**config.mk**
```make
export PLATFORM = sky130hd
export DESIGN_NAME = glyph_pixel_blit_wrap_unit_flat
export DESIGN_NICKNAME = d
export VERILOG_FILES = /design/src/design/gpbw_pkg.sv /design/src/design/gpbw_pixel_if.sv /design/src/design/gpbw_result_if.sv /design/src/design/gpbw_cfg_if.sv /design/src/design/gpbw_cfg_regs.sv /design/src/design/gpbw_wrap_lane.sv /design/src/design/gpbw_addr_unit.sv /design/src/design/glyph_pixel_blit_wrap_unit.sv /design/src/flat_wrapper.sv
export SDC_FILE = /design/constraint.sdc
export NUM_CORES = 2
export LEC_CHECK = 0
export ABC_AREA = 1
export BUFFER_PORTS_ARGS = -buffer_cell sky130_fd_sc_hd__buf_2
export CAP_MARGIN = 20
export CORE_MARGIN = 2
export CORE_UTILIZATION = 34
export DETAILED_ROUTE_END_ITERATION = 8
export GPL_TIMING_DRIVEN = 0
export MAX_ROUTING_LAYER = met4
export PLACE_DENSITY_LB_ADDON = 0.1
export REMOVE_ABC_BUFFERS = 1
export SETUP_SLACK_MARGIN = 0.3
export SKIP_LAST_GASP = 1
export SLEW_MARGIN = 20
export SYNTH_ARGS = -nofsm -noshare
export SYNTH_HDL_FRONTEND = slang
export SYNTH_SLANG_ARGS = --single-unit
```
**constraint.sdc**
```tcl
create_clock -name clk -period 70.5 [get_ports clk]
set_input_delay 3.525 -clock clk [delete_from_list [all_inputs] [get_ports clk]]
set_output_delay 3.525 -clock clk [all_outputs]
set_load 0.03 [all_outputs]
```
**src/design/gpbw_pkg.sv**
```systemverilog
`timescale 1ns / 1ps
`default_nettype none
package gpbw_pkg;

  // Field widths
  localparam int COORD_BITS    = 14;
  localparam int COLOR_BITS    = 16;
  localparam int OFFSET_BITS   = 8;
  localparam int DIM_BITS      = 13;
  localparam int BYTES_BITS    = 26;
  localparam int ADDR_BITS     = 24;
  localparam int INDEX_BITS    = 2 * DIM_BITS;
  localparam int CFG_IDX_BITS  = 3;
  localparam int CFG_DATA_BITS = 26;

  // Register reset values
  localparam logic [DIM_BITS-1:0]   RST_SCREEN_WIDTH  = DIM_BITS'(240);
  localparam logic [DIM_BITS-1:0]   RST_SCREEN_HEIGHT = DIM_BITS'(320);
  localparam logic [BYTES_BITS-1:0] RST_SCREEN_BYTES  = BYTES_BITS'(153600);
  localparam logic [COLOR_BITS-1:0] RST_KEY_COLOR     = '1;
  localparam logic [COLOR_BITS-1:0] RST_RECOLOR_VALUE = '0;

  // Register indexes
  typedef enum logic [CFG_IDX_BITS-1:0] {
    REG_SCREEN_WIDTH   = 3'd0,
    REG_SCREEN_HEIGHT  = 3'd1,
    REG_SCREEN_BYTES   = 3'd2,
    REG_KEY_ENABLE     = 3'd3,
    REG_KEY_COLOR      = 3'd4,
    REG_INVERT_ENABLE  = 3'd5,
    REG_RECOLOR_ENABLE = 3'd6,
    REG_RECOLOR_VALUE  = 3'd7
  } cfg_reg_t;

  typedef struct packed {
    logic [DIM_BITS-1:0]   screen_width;
    logic [DIM_BITS-1:0]   screen_height;
    logic [BYTES_BITS-1:0] screen_bytes;
    logic                  key_enable;
    logic [COLOR_BITS-1:0] key_color;
    logic                  invert_enable;
    logic                  recolor_enable;
    logic [COLOR_BITS-1:0] recolor_value;
  } cfg_t;

endpackage
`default_nettype wire

```
**src/design/gpbw_pixel_if.sv**
```systemverilog
`timescale 1ns / 1ps
`default_nettype none
interface gpbw_pixel_if #(
  parameter int COORD_BITS = gpbw_pkg::COORD_BITS
);
  logic                                    valid;
  logic                                    ready;
  logic signed [COORD_BITS-1:0]            origin_x;
  logic signed [COORD_BITS-1:0]            origin_y;
  logic [gpbw_pkg::OFFSET_BITS-1:0]        glyph_row;
  logic [gpbw_pkg::OFFSET_BITS-1:0]        glyph_col;
  logic [gpbw_pkg::COLOR_BITS-1:0]         pixel_color;

  modport source (
    output valid, origin_x, origin_y, glyph_row, glyph_col, pixel_color,
    input  ready
  );
  modport sink (
    input  valid, origin_x, origin_y, glyph_row, glyph_col, pixel_color,
    output ready
  );
endinterface
`default_nettype wire

```
**src/design/gpbw_result_if.sv**
```systemverilog
`timescale 1ns / 1ps
`default_nettype none
interface gpbw_result_if;
  logic                            valid;
  logic                            ready;
  logic                            write_enable;
  logic [gpbw_pkg::ADDR_BITS-1:0]  pixel_address;
  logic [gpbw_pkg::COLOR_BITS-1:0] out_color;
  logic                            halt;

  modport source (
    output valid, write_enable, pixel_address, out_color, halt,
    input  ready
  );
  modport sink (
    input  valid, write_enable, pixel_address, out_color, halt,
    output ready
  );
endinterface
`default_nettype wire

```
**src/design/gpbw_cfg_if.sv**
```systemverilog
`timescale 1ns / 1ps
`default_nettype none
interface gpbw_cfg_if;
  logic                               valid;
  logic                               ready;
  logic [gpbw_pkg::CFG_IDX_BITS-1:0]  index;
  logic [gpbw_pkg::CFG_DATA_BITS-1:0] data;

  modport source (output valid, index, data, input ready);
  modport sink (input valid, index, data, output ready);
endinterface
`default_nettype wire

```
**src/design/gpbw_cfg_regs.sv**
```systemverilog
`timescale 1ns / 1ps
`default_nettype none
module gpbw_cfg_regs (
  input  wire logic           clk,
  input  wire logic           rst,
  gpbw_cfg_if.sink            cfg,
  output gpbw_pkg::cfg_t      regs
);

  // Always take a write beat
  assign cfg.ready = 1'b1;

  // Decode index and update the addressed register
  always_ff @(posedge clk) begin
    if (rst) begin
      regs.screen_width   <= gpbw_pkg::RST_SCREEN_WIDTH;
      regs.screen_height  <= gpbw_pkg::RST_SCREEN_HEIGHT;
      regs.screen_bytes   <= gpbw_pkg::RST_SCREEN_BYTES;
      regs.key_enable     <= 1'b0;
      regs.key_color      <= gpbw_pkg::RST_KEY_COLOR;
      regs.invert_enable  <= 1'b0;
      regs.recolor_enable <= 1'b0;
      regs.recolor_value  <= gpbw_pkg::RST_RECOLOR_VALUE;
    end else if (cfg.valid) begin
      unique case (gpbw_pkg::cfg_reg_t'(cfg.index))
        gpbw_pkg::REG_SCREEN_WIDTH:
          regs.screen_width <= cfg.data[gpbw_pkg::DIM_BITS-1:0];
        gpbw_pkg::REG_SCREEN_HEIGHT:
          regs.screen_height <= cfg.data[gpbw_pkg::DIM_BITS-1:0];
        gpbw_pkg::REG_SCREEN_BYTES:
          regs.screen_bytes <= cfg.data[gpbw_pkg::BYTES_BITS-1:0];
        gpbw_pkg::REG_KEY_ENABLE:     regs.key_enable     <= cfg.data[0];
        gpbw_pkg::REG_KEY_COLOR:
          regs.key_color <= cfg.data[gpbw_pkg::COLOR_BITS-1:0];
        gpbw_pkg::REG_INVERT_ENABLE:  regs.invert_enable  <= cfg.data[0];
        gpbw_pkg::REG_RECOLOR_ENABLE: regs.recolor_enable <= cfg.data[0];
        gpbw_pkg::REG_RECOLOR_VALUE:
          regs.recolor_value <= cfg.data[gpbw_pkg::COLOR_BITS-1:0];
        default: ;
      endcase
    end
  end

endmodule
`default_nettype wire

```
**src/design/gpbw_wrap_lane.sv**
```systemverilog
`timescale 1ns / 1ps
`default_nettype none
module gpbw_wrap_lane #(
  parameter int COORD_BITS = gpbw_pkg::COORD_BITS
) (
  input  wire logic                                clk,
  input  wire logic                                adv,
  input  wire logic signed [COORD_BITS-1:0]        origin,
  input  wire logic [gpbw_pkg::OFFSET_BITS-1:0]    offset,
  input  wire logic [gpbw_pkg::DIM_BITS-1:0]       modulus,
  output logic      [gpbw_pkg::DIM_BITS-1:0]       wrapped
);

  localparam int SUM_BITS = COORD_BITS + 2;
  localparam int MAG_BITS = COORD_BITS + 1;
  localparam int DIM_BITS = gpbw_pkg::DIM_BITS;

  logic signed [SUM_BITS-1:0] sum;
  logic signed [SUM_BITS-1:0] sum_neg;

  // One stage per dividend bit; index 0 is the capture stage
  logic [DIM_BITS-1:0] rem [MAG_BITS+1];
  logic [MAG_BITS-1:0] dvd [MAG_BITS+1];
  logic                neg [MAG_BITS+1];

  // Screen position and its magnitude
  assign sum = $signed({{2{origin[COORD_BITS-1]}}, origin})
             + $signed({{(SUM_BITS-gpbw_pkg::OFFSET_BITS){1'b0}}, offset});
  assign sum_neg = -sum;

  always_ff @(posedge clk) begin
    if (adv) begin
      neg[0] <= sum[SUM_BITS-1];
      dvd[0] <= sum[SUM_BITS-1] ? sum_neg[MAG_BITS-1:0] : sum[MAG_BITS-1:0];
      rem[0] <= '0;
    end
  end

  // Restoring remainder, one bit per stage
  for (genvar k = 0; k < MAG_BITS; k++) begin : g_div
    logic [DIM_BITS:0] trial;
    logic [DIM_BITS:0] trial_sub;

    assign trial     = {rem[k], dvd[k][MAG_BITS-1]};
    assign trial_sub = trial - {1'b0, modulus};

    always_ff @(posedge clk) begin
      if (adv) begin
        rem[k+1] <= (trial >= {1'b0, modulus}) ? trial_sub[DIM_BITS-1:0]
                                               : trial[DIM_BITS-1:0];
        dvd[k+1] <= {dvd[k][MAG_BITS-2:0], 1'b0};
        neg[k+1] <= neg[k];
      end
    end
  end

  // Fold negative positions back into range; zero modulus gives zero
  always_ff @(posedge clk) begin
    if (adv) begin
      if (modulus == '0) begin
        wrapped <= '0;
      end else if (neg[MAG_BITS] && rem[MAG_BITS] != '0) begin
        wrapped <= modulus - rem[MAG_BITS];
      end else begin
        wrapped <= rem[MAG_BITS];
      end
    end
  end

endmodule
`default_nettype wire

```
**src/design/gpbw_addr_unit.sv**
```systemverilog
`timescale 1ns / 1ps
`default_nettype none
module gpbw_addr_unit (
  input  wire logic                               clk,
  input  wire logic                               adv,
  input  wire gpbw_pkg::cfg_t                     regs,
  input  wire logic [gpbw_pkg::DIM_BITS-1:0]      wx,
  input  wire logic [gpbw_pkg::DIM_BITS-1:0]      wy,
  input  wire logic [gpbw_pkg::COLOR_BITS-1:0]    color,
  output logic                                    write_enable,
  output logic [gpbw_pkg::ADDR_BITS-1:0]          pixel_address,
  output logic [gpbw_pkg::COLOR_BITS-1:0]         out_color,
  output logic                                    halt
);

  localparam int IDX_BITS  = gpbw_pkg::INDEX_BITS + 1;
  localparam int BYTE_BITS = IDX_BITS + 1;

  logic [gpbw_pkg::INDEX_BITS-1:0] prod;
  logic [gpbw_pkg::DIM_BITS-1:0]   mx;
  logic [gpbw_pkg::COLOR_BITS-1:0] color_a;

  logic [IDX_BITS-1:0]             index;
  logic [BYTE_BITS-1:0]            byte_end;
  logic                            over;
  logic                            skip;
  logic [gpbw_pkg::COLOR_BITS-1:0] color_inv;
  logic [gpbw_pkg::COLOR_BITS-1:0] color_fin;

  // Row base product
  always_ff @(posedge clk) begin
    if (adv) begin
      prod    <= wy * regs.screen_width;
      mx      <= wx;
      color_a <= color;
    end
  end

  // Pixel index and bound check on the byte address just past the pixel's last byte
  assign index    = {1'b0, prod} + {{(IDX_BITS-gpbw_pkg::DIM_BITS){1'b0}}, mx};
  assign byte_end = {index, 1'b0} + BYTE_BITS'(2);
  assign over     = byte_end > {{(BYTE_BITS-gpbw_pkg::BYTES_BITS){1'b0}}, regs.screen_bytes};

  // Key, invert, recolor
  assign skip      = regs.key_enable && (color_a == regs.key_color);
  assign color_inv = regs.invert_enable ? ~color_a : color_a;
  assign color_fin = regs.recolor_enable ? regs.recolor_value : color_inv;

  always_ff @(posedge clk) begin
    if (adv) begin
      pixel_address <= index[gpbw_pkg::ADDR_BITS-1:0];
      write_enable  <= !skip && !over;
      halt          <= !skip && over;
      out_color     <= (!skip && !over) ? color_fin : '0;
    end
  end

endmodule
`default_nettype wire

```
**src/design/glyph_pixel_blit_wrap_unit.sv**
```systemverilog
`timescale 1ns / 1ps
`default_nettype none
// Glyph pixel blitter with screen wrap and color key.
// pixel:  one glyph pixel per beat (glyph origin, row/col inside glyph, color).
// result: one beat per pixel: write_enable, framebuffer pixel_address, out_color
//         and halt when an unkeyed pixel lies past the framebuffer end.
// cfg:    register writes (index, data); always ready. Write only while idle.
// The pipe holds one capture stage, one remainder stage per magnitude bit
// (COORD_BITS + 1) for the x and y wrap, a fold stage, the row multiply and
// the final add/compare/output stage. Throughput is one pixel per cycle
// while result is not stalled; the wrap remainder is computed by a
// pipelined restoring divider, one bit per stage, in each coordinate lane.
// Reset clears all stage valid bits and loads register defaults
// (240 x 320, 153600 bytes, key off, key 0xFFFF, invert and recolor off).
// The whole pipe advances together: when result is stalled with a beat
// waiting, every stage holds and pixel.ready drops; nothing is lost or
// repeated. With the output empty, ready stays high even under back-pressure.
module glyph_pixel_blit_wrap_unit #(
  parameter int COORD_BITS = gpbw_pkg::COORD_BITS
) (
  input  wire logic     clk,
  input  wire logic     rst,
  gpbw_pixel_if.sink    pixel,
  gpbw_result_if.source result,
  gpbw_cfg_if.sink      cfg
);

  localparam int LANE_DEPTH = COORD_BITS + 3;
  localparam int LAT        = LANE_DEPTH + 2;

  gpbw_pkg::cfg_t                  regs;
  logic                            adv;
  logic [LAT-1:0]                  vld;
  logic [gpbw_pkg::COLOR_BITS-1:0] color_dly [LANE_DEPTH];
  logic [gpbw_pkg::DIM_BITS-1:0]   wx;
  logic [gpbw_pkg::DIM_BITS-1:0]   wy;

  gpbw_cfg_regs u_cfg (
    .clk  (clk),
    .rst  (rst),
    .cfg  (cfg),
    .regs (regs)
  );

  // Advance the whole pipe unless the output beat is stalled
  assign adv          = !vld[LAT-1] || result.ready;
  assign pixel.ready  = adv;
  assign result.valid = vld[LAT-1];

  always_ff @(posedge clk) begin
    if (rst) begin
      vld <= '0;
    end else if (adv) begin
      vld <= {vld[LAT-2:0], pixel.valid};
    end
  end

  // Carry color alongside the wrap lanes
  always_ff @(posedge clk) begin
    if (adv) begin
      color_dly[0] <= pixel.pixel_color;
    end
  end

  for (genvar k = 1; k < LANE_DEPTH; k++) begin : g_color
    always_ff @(posedge clk) begin
      if (adv) begin
        color_dly[k] <= color_dly[k-1];
      end
    end
  end

  gpbw_wrap_lane #(.COORD_BITS(COORD_BITS)) u_lane_x (
    .clk     (clk),
    .adv     (adv),
    .origin  (pixel.origin_x),
    .offset  (pixel.glyph_col),
    .modulus (regs.screen_width),
    .wrapped (wx)
  );

  gpbw_wrap_lane #(.COORD_BITS(COORD_BITS)) u_lane_y (
    .clk     (clk),
    .adv     (adv),
    .origin  (pixel.origin_y),
    .offset  (pixel.glyph_row),
    .modulus (regs.screen_height),
    .wrapped (wy)
  );

  gpbw_addr_unit u_addr (
    .clk           (clk),
    .adv           (adv),
    .regs          (regs),
    .wx            (wx),
    .wy            (wy),
    .color         (color_dly[LANE_DEPTH-1]),
    .write_enable  (result.write_enable),
    .pixel_address (result.pixel_address),
    .out_color     (result.out_color),
    .halt          (result.halt)
  );

endmodule
`default_nettype wire

```
**src/flat_wrapper.sv**
```systemverilog
// flat-port wrapper written by rule: the top's interface ports become plain ports
module glyph_pixel_blit_wrap_unit_flat 
#(
  parameter int COORD_BITS = gpbw_pkg::COORD_BITS
)
  (clk, rst, pixel_valid, pixel_origin_x, pixel_origin_y, pixel_glyph_row, pixel_glyph_col, pixel_pixel_color, pixel_ready, result_valid, result_write_enable, result_pixel_address, result_out_color, result_halt, result_ready, cfg_valid, cfg_index, cfg_data, cfg_ready);
  gpbw_pixel_if #(.COORD_BITS(COORD_BITS)) pixel_i ();
  gpbw_result_if result_i ();
  gpbw_cfg_if cfg_i ();
  input  wire logic clk;
  input  wire logic rst;
  input wire logic [$bits(pixel_i.valid)-1:0] pixel_valid;
  input wire logic [$bits(pixel_i.origin_x)-1:0] pixel_origin_x;
  input wire logic [$bits(pixel_i.origin_y)-1:0] pixel_origin_y;
  input wire logic [$bits(pixel_i.glyph_row)-1:0] pixel_glyph_row;
  input wire logic [$bits(pixel_i.glyph_col)-1:0] pixel_glyph_col;
  input wire logic [$bits(pixel_i.pixel_color)-1:0] pixel_pixel_color;
  output wire logic [$bits(pixel_i.ready)-1:0] pixel_ready;
  output wire logic [$bits(result_i.valid)-1:0] result_valid;
  output wire logic [$bits(result_i.write_enable)-1:0] result_write_enable;
  output wire logic [$bits(result_i.pixel_address)-1:0] result_pixel_address;
  output wire logic [$bits(result_i.out_color)-1:0] result_out_color;
  output wire logic [$bits(result_i.halt)-1:0] result_halt;
  input wire logic [$bits(result_i.ready)-1:0] result_ready;
  input wire logic [$bits(cfg_i.valid)-1:0] cfg_valid;
  input wire logic [$bits(cfg_i.index)-1:0] cfg_index;
  input wire logic [$bits(cfg_i.data)-1:0] cfg_data;
  output wire logic [$bits(cfg_i.ready)-1:0] cfg_ready;
  assign pixel_i.valid = pixel_valid;
  assign pixel_i.origin_x = pixel_origin_x;
  assign pixel_i.origin_y = pixel_origin_y;
  assign pixel_i.glyph_row = pixel_glyph_row;
  assign pixel_i.glyph_col = pixel_glyph_col;
  assign pixel_i.pixel_color = pixel_pixel_color;
  assign pixel_ready = pixel_i.ready;
  assign result_valid = result_i.valid;
  assign result_write_enable = result_i.write_enable;
  assign result_pixel_address = result_i.pixel_address;
  assign result_out_color = result_i.out_color;
  assign result_halt = result_i.halt;
  assign result_i.ready = result_ready;
  assign cfg_i.valid = cfg_valid;
  assign cfg_i.index = cfg_index;
  assign cfg_i.data = cfg_data;
  assign cfg_ready = cfg_i.ready;
  glyph_pixel_blit_wrap_unit #(.COORD_BITS(COORD_BITS)) u_core (.clk(clk), .rst(rst), .pixel(pixel_i), .result(result_i), .cfg(cfg_i));
endmodule
```
Yosys cells after proc, flatten, opt, wreduce, memory -nomap -nowiden
Memory sizes are Yosys's and may differ from the RTL's. A register that Yosys moved wholly into a read port is not among the register bits.
Index checks and enable logic that the tools add are counted.
{ "word_totals": {"reg_bits": 213, "mem_bits_rw": 1200, "wordCells": 163, "n_memories": 7} }
{ "memory_table": {"columns": ["name", "depth", "width", "rd", "rd_clocked_by_memory_dff", "wr", "line", "text"], "rows": [
  ["u_core.color_dly", 17, 16, 17, 1, 17, "glyph_pixel_blit_wrap_unit.sv:34", "logic [gpbw_pkg::COLOR_BITS-1:0] color_dly [LANE_DEPTH];"],
  ["u_core.u_lane_x.dvd", 16, 15, 15, 0, 16, "gpbw_wrap_lane.sv:23", "logic [MAG_BITS-1:0] dvd [MAG_BITS+1];"],
  ["u_core.u_lane_y.dvd", 16, 15, 15, 0, 16, "gpbw_wrap_lane.sv:23", null],
  ["u_core.u_lane_x.rem", 16, 13, 16, 0, 16, "gpbw_wrap_lane.sv:22", "logic [DIM_BITS-1:0] rem [MAG_BITS+1];"],
  ["u_core.u_lane_y.rem", 16, 13, 16, 0, 16, "gpbw_wrap_lane.sv:22", null],
  ["u_core.u_lane_x.neg", 16, 1, 16, 0, 16, "gpbw_wrap_lane.sv:24", "logic neg [MAG_BITS+1];"],
  ["1 more memories", null, null, null, null, null, null, null]
]} }
{ "classes": {"addsub": 38, "multipliers": 1, "n_lt_le_gt_ge": 31, "eq_ne": 8, "mux": 38, "n_bitwise": 1, "n_reduce_logical": 22} }
{ "op_table": {"columns": ["operator", "n"], "rows": [
  ["14-bit by 13-bit >= comparator with 1-bit output", 30],
  ["13-bit 2-to-1 mux", 32],
  ["13-bit subtractor", 32],
  ["16-bit 2-to-1 mux", 2],
  ["14-bit by 9-bit adder with 15-bit output", 2],
  ["15-bit 2-to-1 mux", 2],
  ["15-bit negation", 2],
  ["28-bit by 2-bit adder with 28-bit output (second input constant)", 1],
  ["28-bit by 26-bit > comparator with 1-bit output", 1],
  ["26-bit by 13-bit adder with 27-bit output", 1],
  ["13-bit zero test", 2],
  ["13-bit by 13-bit multiplier with 26-bit output", 1],
  ["13-bit nonzero test", 2],
  ["16-bit == test", 1],
  ["16-bit NOT", 1],
  ["2-bit AND reduction", 8],
  ["3-bit == test (second input constant)", 4],
  ["3-bit by 2-bit == test with 1-bit output (second input constant)", 2],
  ["1-bit logical AND", 5],
  ["3-bit by 1-bit == test with 1-bit output (second input constant)", 1],
  ["1-bit zero test", 3],
  ["3-bit zero test", 1],
  ["1-bit 2-to-1 mux", 2],
  ["1-bit logical OR", 1]
]} }

Longest topological paths before layout
{ "depth": {"depth_word": 5, "depth_mapped": 32, "depth_no_buf": 31} }

Cells and area by module
From an unflattened synthesis, not the netlist that was laid out.
{ "hier_totals": {"hier_cells": 7313, "hier_area_um2": 71119.5} }
{ "by_module_without_submodules": {"columns": ["mod", "instances", "cells_per_inst", "area_each_um2"], "rows": [
  ["gpbw_wrap_lane (u_core.u_lane_y)", 1, 2533, 23896.7],
  ["gpbw_wrap_lane (u_core.u_lane_x)", 1, 2454, 22781.8],
  ["gpbw_addr_unit", 1, 1445, 11969.0],
  ["glyph_pixel_blit_wrap_unit", 1, 392, 8988.6],
  ["gpbw_cfg_regs", 1, 489, 3483.3]
]} }

Least setup slack after synthesis
OpenSTA, ideal clock, no wires.
{ "synth_path": {"path_type": "input port to output port", "startpoint": "input port result_ready", "endpoint": "output port pixel_ready", "arrival_ps": 32684, "required_time_ps": 66975, "setup_slack_ps": 34291, "stages": 4, "path_buffers": 2, "cell_sequence": "nor2_1 clkbuf_1 clkinv_1 clkbuf_1"} }
{ "synth_via": {"elab_chain_len": 1} }
{ "synth_rtl": {"columns": ["item", "line", "text"], "rows": [
  ["from (decl)", "flat_wrapper.sv:24", "input wire logic [$bits(result_i.ready)-1:0] result_ready;"],
  ["1-bit logical OR", "glyph_pixel_blit_wrap_unit.sv:46", "assign adv = !vld[LAT-1] || result.ready;"],
  ["to (decl)", "flat_wrapper.sv:18", "output wire logic [$bits(pixel_i.ready)-1:0] pixel_ready;"]
]} }
No other way between the ends.

Final worst setup path
Same ends and word-level chain as after synthesis.

==> impl_metrics.csv <==
group,metric,value,unit
detailed_routing,wl,147000,um
timing,finalClockSkew,0.0222,ns
timing,maxClockFrequency,0.101,GHz
yosys,synth-edff-count,1057,
setup_path,required,66.97,ns
layout,final_common_cell,"edfxtp_1",
place,gp_congestion,0.836,
detailed_routing,drc_errors,0,
timing,finalSetupViolCount,0,
grt,grt_overflow,0,
floorplan,die-area,0.196,sq mm
detailed_routing,antenna_left,0,
power_and_ir_drop,switchingPower,0.00145,W
layout,fin_area,0.0744,sq mm
timing,period_share,14.0,%
floorplan,ios,139,
cts,cts_tree,"built",
floorplan,start_util,34.1,%
floorplan,die_y,443,um
yosys,syn_area,0.0654,sq mm
timing,hold_ws,0.401,ns
cts,clk_latency,0.77,ns
detailed_routing,vias,43900,
setup_path,cp-start-kind,"primary input",
cts,cts-root-buf,"clkbuf_16",
yosys,ys_seq_elements,1163,
grt,grt_usage,15.5,%
setup_path,arrival,6.37,ns
cts,htreeDepth,4,
setup_path,reg2reg_slack,64.11,ns
run,drv_cap,0,
cts,clk_path_buf_depth,3,
floorplan,num_rows,161,
power_and_ir_drop,p_comb_share,47.8,%
power_and_ir_drop,power.share.sequential,31.5,%
floorplan,core_area,0.192,sq mm
layout,drive_above_1_share,7.71,%
grt,antenna_found_initial,3,
power_and_ir_drop,p_per_area,48.7,mW/mm^2
yosys,synth-async-reset-ratio,0,%
grt,grt_pass1_vias,43700,
power_and_ir_drop,power.share.switching,40.0,%
place,io_buffers,137,
timing,relSlewSlack,27.7,%
timing,hold_viol,0,
detailed_routing,drtIter0Drc,2791,
setup_path,cp-end-kind,"output port",
cts,cts.clk_slew.worst_paths,0.05,ns
power_and_ir_drop,p_int,0.00218,W
power_and_ir_drop,ir_worst_vdd,0.0000769,V
yosys,synth_top_area_share,48.5,%
layout,synthToLayoutAreaGrowth,13.7,%
yosys,synth.avg_cell_area,10.2,sq um
cts,cts_hold_buffers,0,
cts,ctsResizeCount,0,
cts,clkSinkCount,1163,
detailed_routing,drtPass1Iterations,7,
layout,instances_no_fill,9220,
timing,tightest_slew,1.08,ns
detailed_routing,vias_per_cell,4.76,
place,pre_cts_ws,60.55,ns
power_and_ir_drop,clockPowerShare,20.7,%
min_path,hold_class,"flop to flop",
timing,min_period,9.90,ns
place,placed_cells,8960,
yosys,yosys-top-cells-area,"edfxtp_1 48%, ha_1 9.9%, a21oi_1 5.6%",
detailed_routing,wl_per_cell,16.0,um
timing,tns,0,ns
yosys,syn_inst,6395,
setup_path,crit_type,"primary input to output port",
yosys,synth_top_cell_by_area,"edfxtp_1",
yosys,synth_warnings,0,
grt,grt_pass1_wl,236000,um
grt,grt_max_degree,85,
place,placed_area,0.0696,sq mm
cts,cts_setup_buffers,0,
timing,drv_slew,0,
run_status,status,"complete, no violations",
yosys,synth_cell_type_count,57,
timing,rsz0062_at_grt,"false",
cts,numCtsBuffers,141,
setup_path,path_max_fanout,77,
power_and_ir_drop,power.leakage,32.5,nW
place,dpl.hpwl,103000,um
timing,finalWorstSetupSlack,60.60,ns
layout,final_cell_mix,"1057 x edfxtp_1, 900 x nand2_1, 735 x a21oi_1",
floorplan,die_width,443,um
layout,nets,7347,
yosys,ys_seq_area_share,51.7,%
yosys,ys.flop_type,"edfxtp_1",
through the flow:
| stage | power, W | util [%] |
|---|---|---|
| after floorplan | 0.00245 | - |
| after detailed placement | 0.00290 | 36.2 |
| after global routing | 0.00398 | 38.8 |
| after CTS | 0.00368 | 38.8 |
| final | 0.00362 | 38.8 |
| after global placement | 0.00287 | 35.8 |
critical path: stages:
cell	delay, ns
buf_2	0.10
nor2_2	0.57
clkinv_4	0.52
buf_16	0.38
buf_16	0.29
buf_16	0.29
buf_16	0.26
buf_2	0.24
sequential cells by signal, indices dropped and copies added, names as in the netlist, 16 cells and up:
signal                       flops
u_core.u_lane_x.dvd            120
u_core.u_addr.pixel_address     24
u_core.u_lane_y.neg             16
u_core.u_lane_x.rem            195
u_core.u_addr.prod              26
u_core.u_lane_y.dvd            120
u_core.u_addr.out_color         16
u_core.u_addr.color_a           16
u_core.color_dly               272
u_core.vld                      19
u_core.u_lane_y.rem            195
u_core.u_cfg.regs               87
u_core.u_lane_x.neg             16
layer usage:
layer  wire length (um)  GRT usage (%)  vias up
met1              70400           20.5    20700
li1                   -              -    22400
met5                  0              -        -
met2              68000           24.7      647
met3               5440           2.26      216
met4               3320           4.26        0
logic make-up (layout without fill, tap and decap cells):
family	count (synthesis)	after routing	share of synthesized area, %
flip-flops	1163	1163	51.7
XOR/XNOR	393	393	5.26
adder cells (fa/ha/maj)	674	674	14.7
other	2	4	0.0115
AND/OR/NAND/NOR	2005	2005	12.7
AO/OA/AOI/OAI	1259	1259	10.4
buffers and inverters	899	1196	5.24
area by class of cell:
type / count / area (sq um)
Fill cell: 18700 / 118000
Sequential cell: 1163 / 33900
Multi-Input combinational cell: 4334 / 28200
Clock buffer: 176 / 3780
Tap cell: 2526 / 3160
Inverter: 762 / 2870
Timing Repair Buffer: 177 / 1480
Clock inverter: 81 / 1050
Antenna cell: 1 / 2.50
Yosys cell counts (4+ instances only):
cell,n
o211ai_1,16
nand2_2,23
or2_2,9
buf_2,26
inv_1,753
and2_1,4
nor2_2,19
nor3b_1,4
nand3b_1,16
a21o_1,15
fa_1,154
nand3_2,5
a21oi_1,735
nor2_4,4
a31o_2,10
o21a_1,21
nor4_1,31
o21ai_0,309
o21ai_1,17
xnor2_1,170
o22ai_1,8
nor2_1,726
inv_2,7
o21bai_1,49
a31oi_1,39
clkbuf_1,108
a221oi_1,19
dfxtp_1,106
edfxtp_1,1057
ha_1,520
xor2_1,223
nor3_1,18
nand4_1,55
nand2_1,900
or3_1,11
a21boi_0,4
nand3_1,173
worst paths after layout:
path	from	to	depth (start not counted)
worst min register to register	u_core.u_lane_y.dvd[1][13]	u_core.u_lane_y.dvd[1][29]	0
worst min-delay path	u_core.u_lane_y.dvd[1][13]	u_core.u_lane_y.dvd[1][29]	0
worst max-delay path	result_ready	pixel_ready	8
worst max register to register	u_core.u_cfg.regs[77]	u_core.u_addr.prod[24]	22
power by group through the flow:
stage	Sequential (W)	Combinational, W	Clock, W
6_report	0.00114	0.00173	0.000748
5_1_grt	0.00116	0.00201	0.000802
3_5_place_dp	0.00116	0.00174	0
3_3_place_gp	0.00116	0.00172	0
2_1_floorplan	0.00113	0.00132	0
4_1_cts	0.00115	0.00176	0.000777
Power figures use the tool's default switching activity.
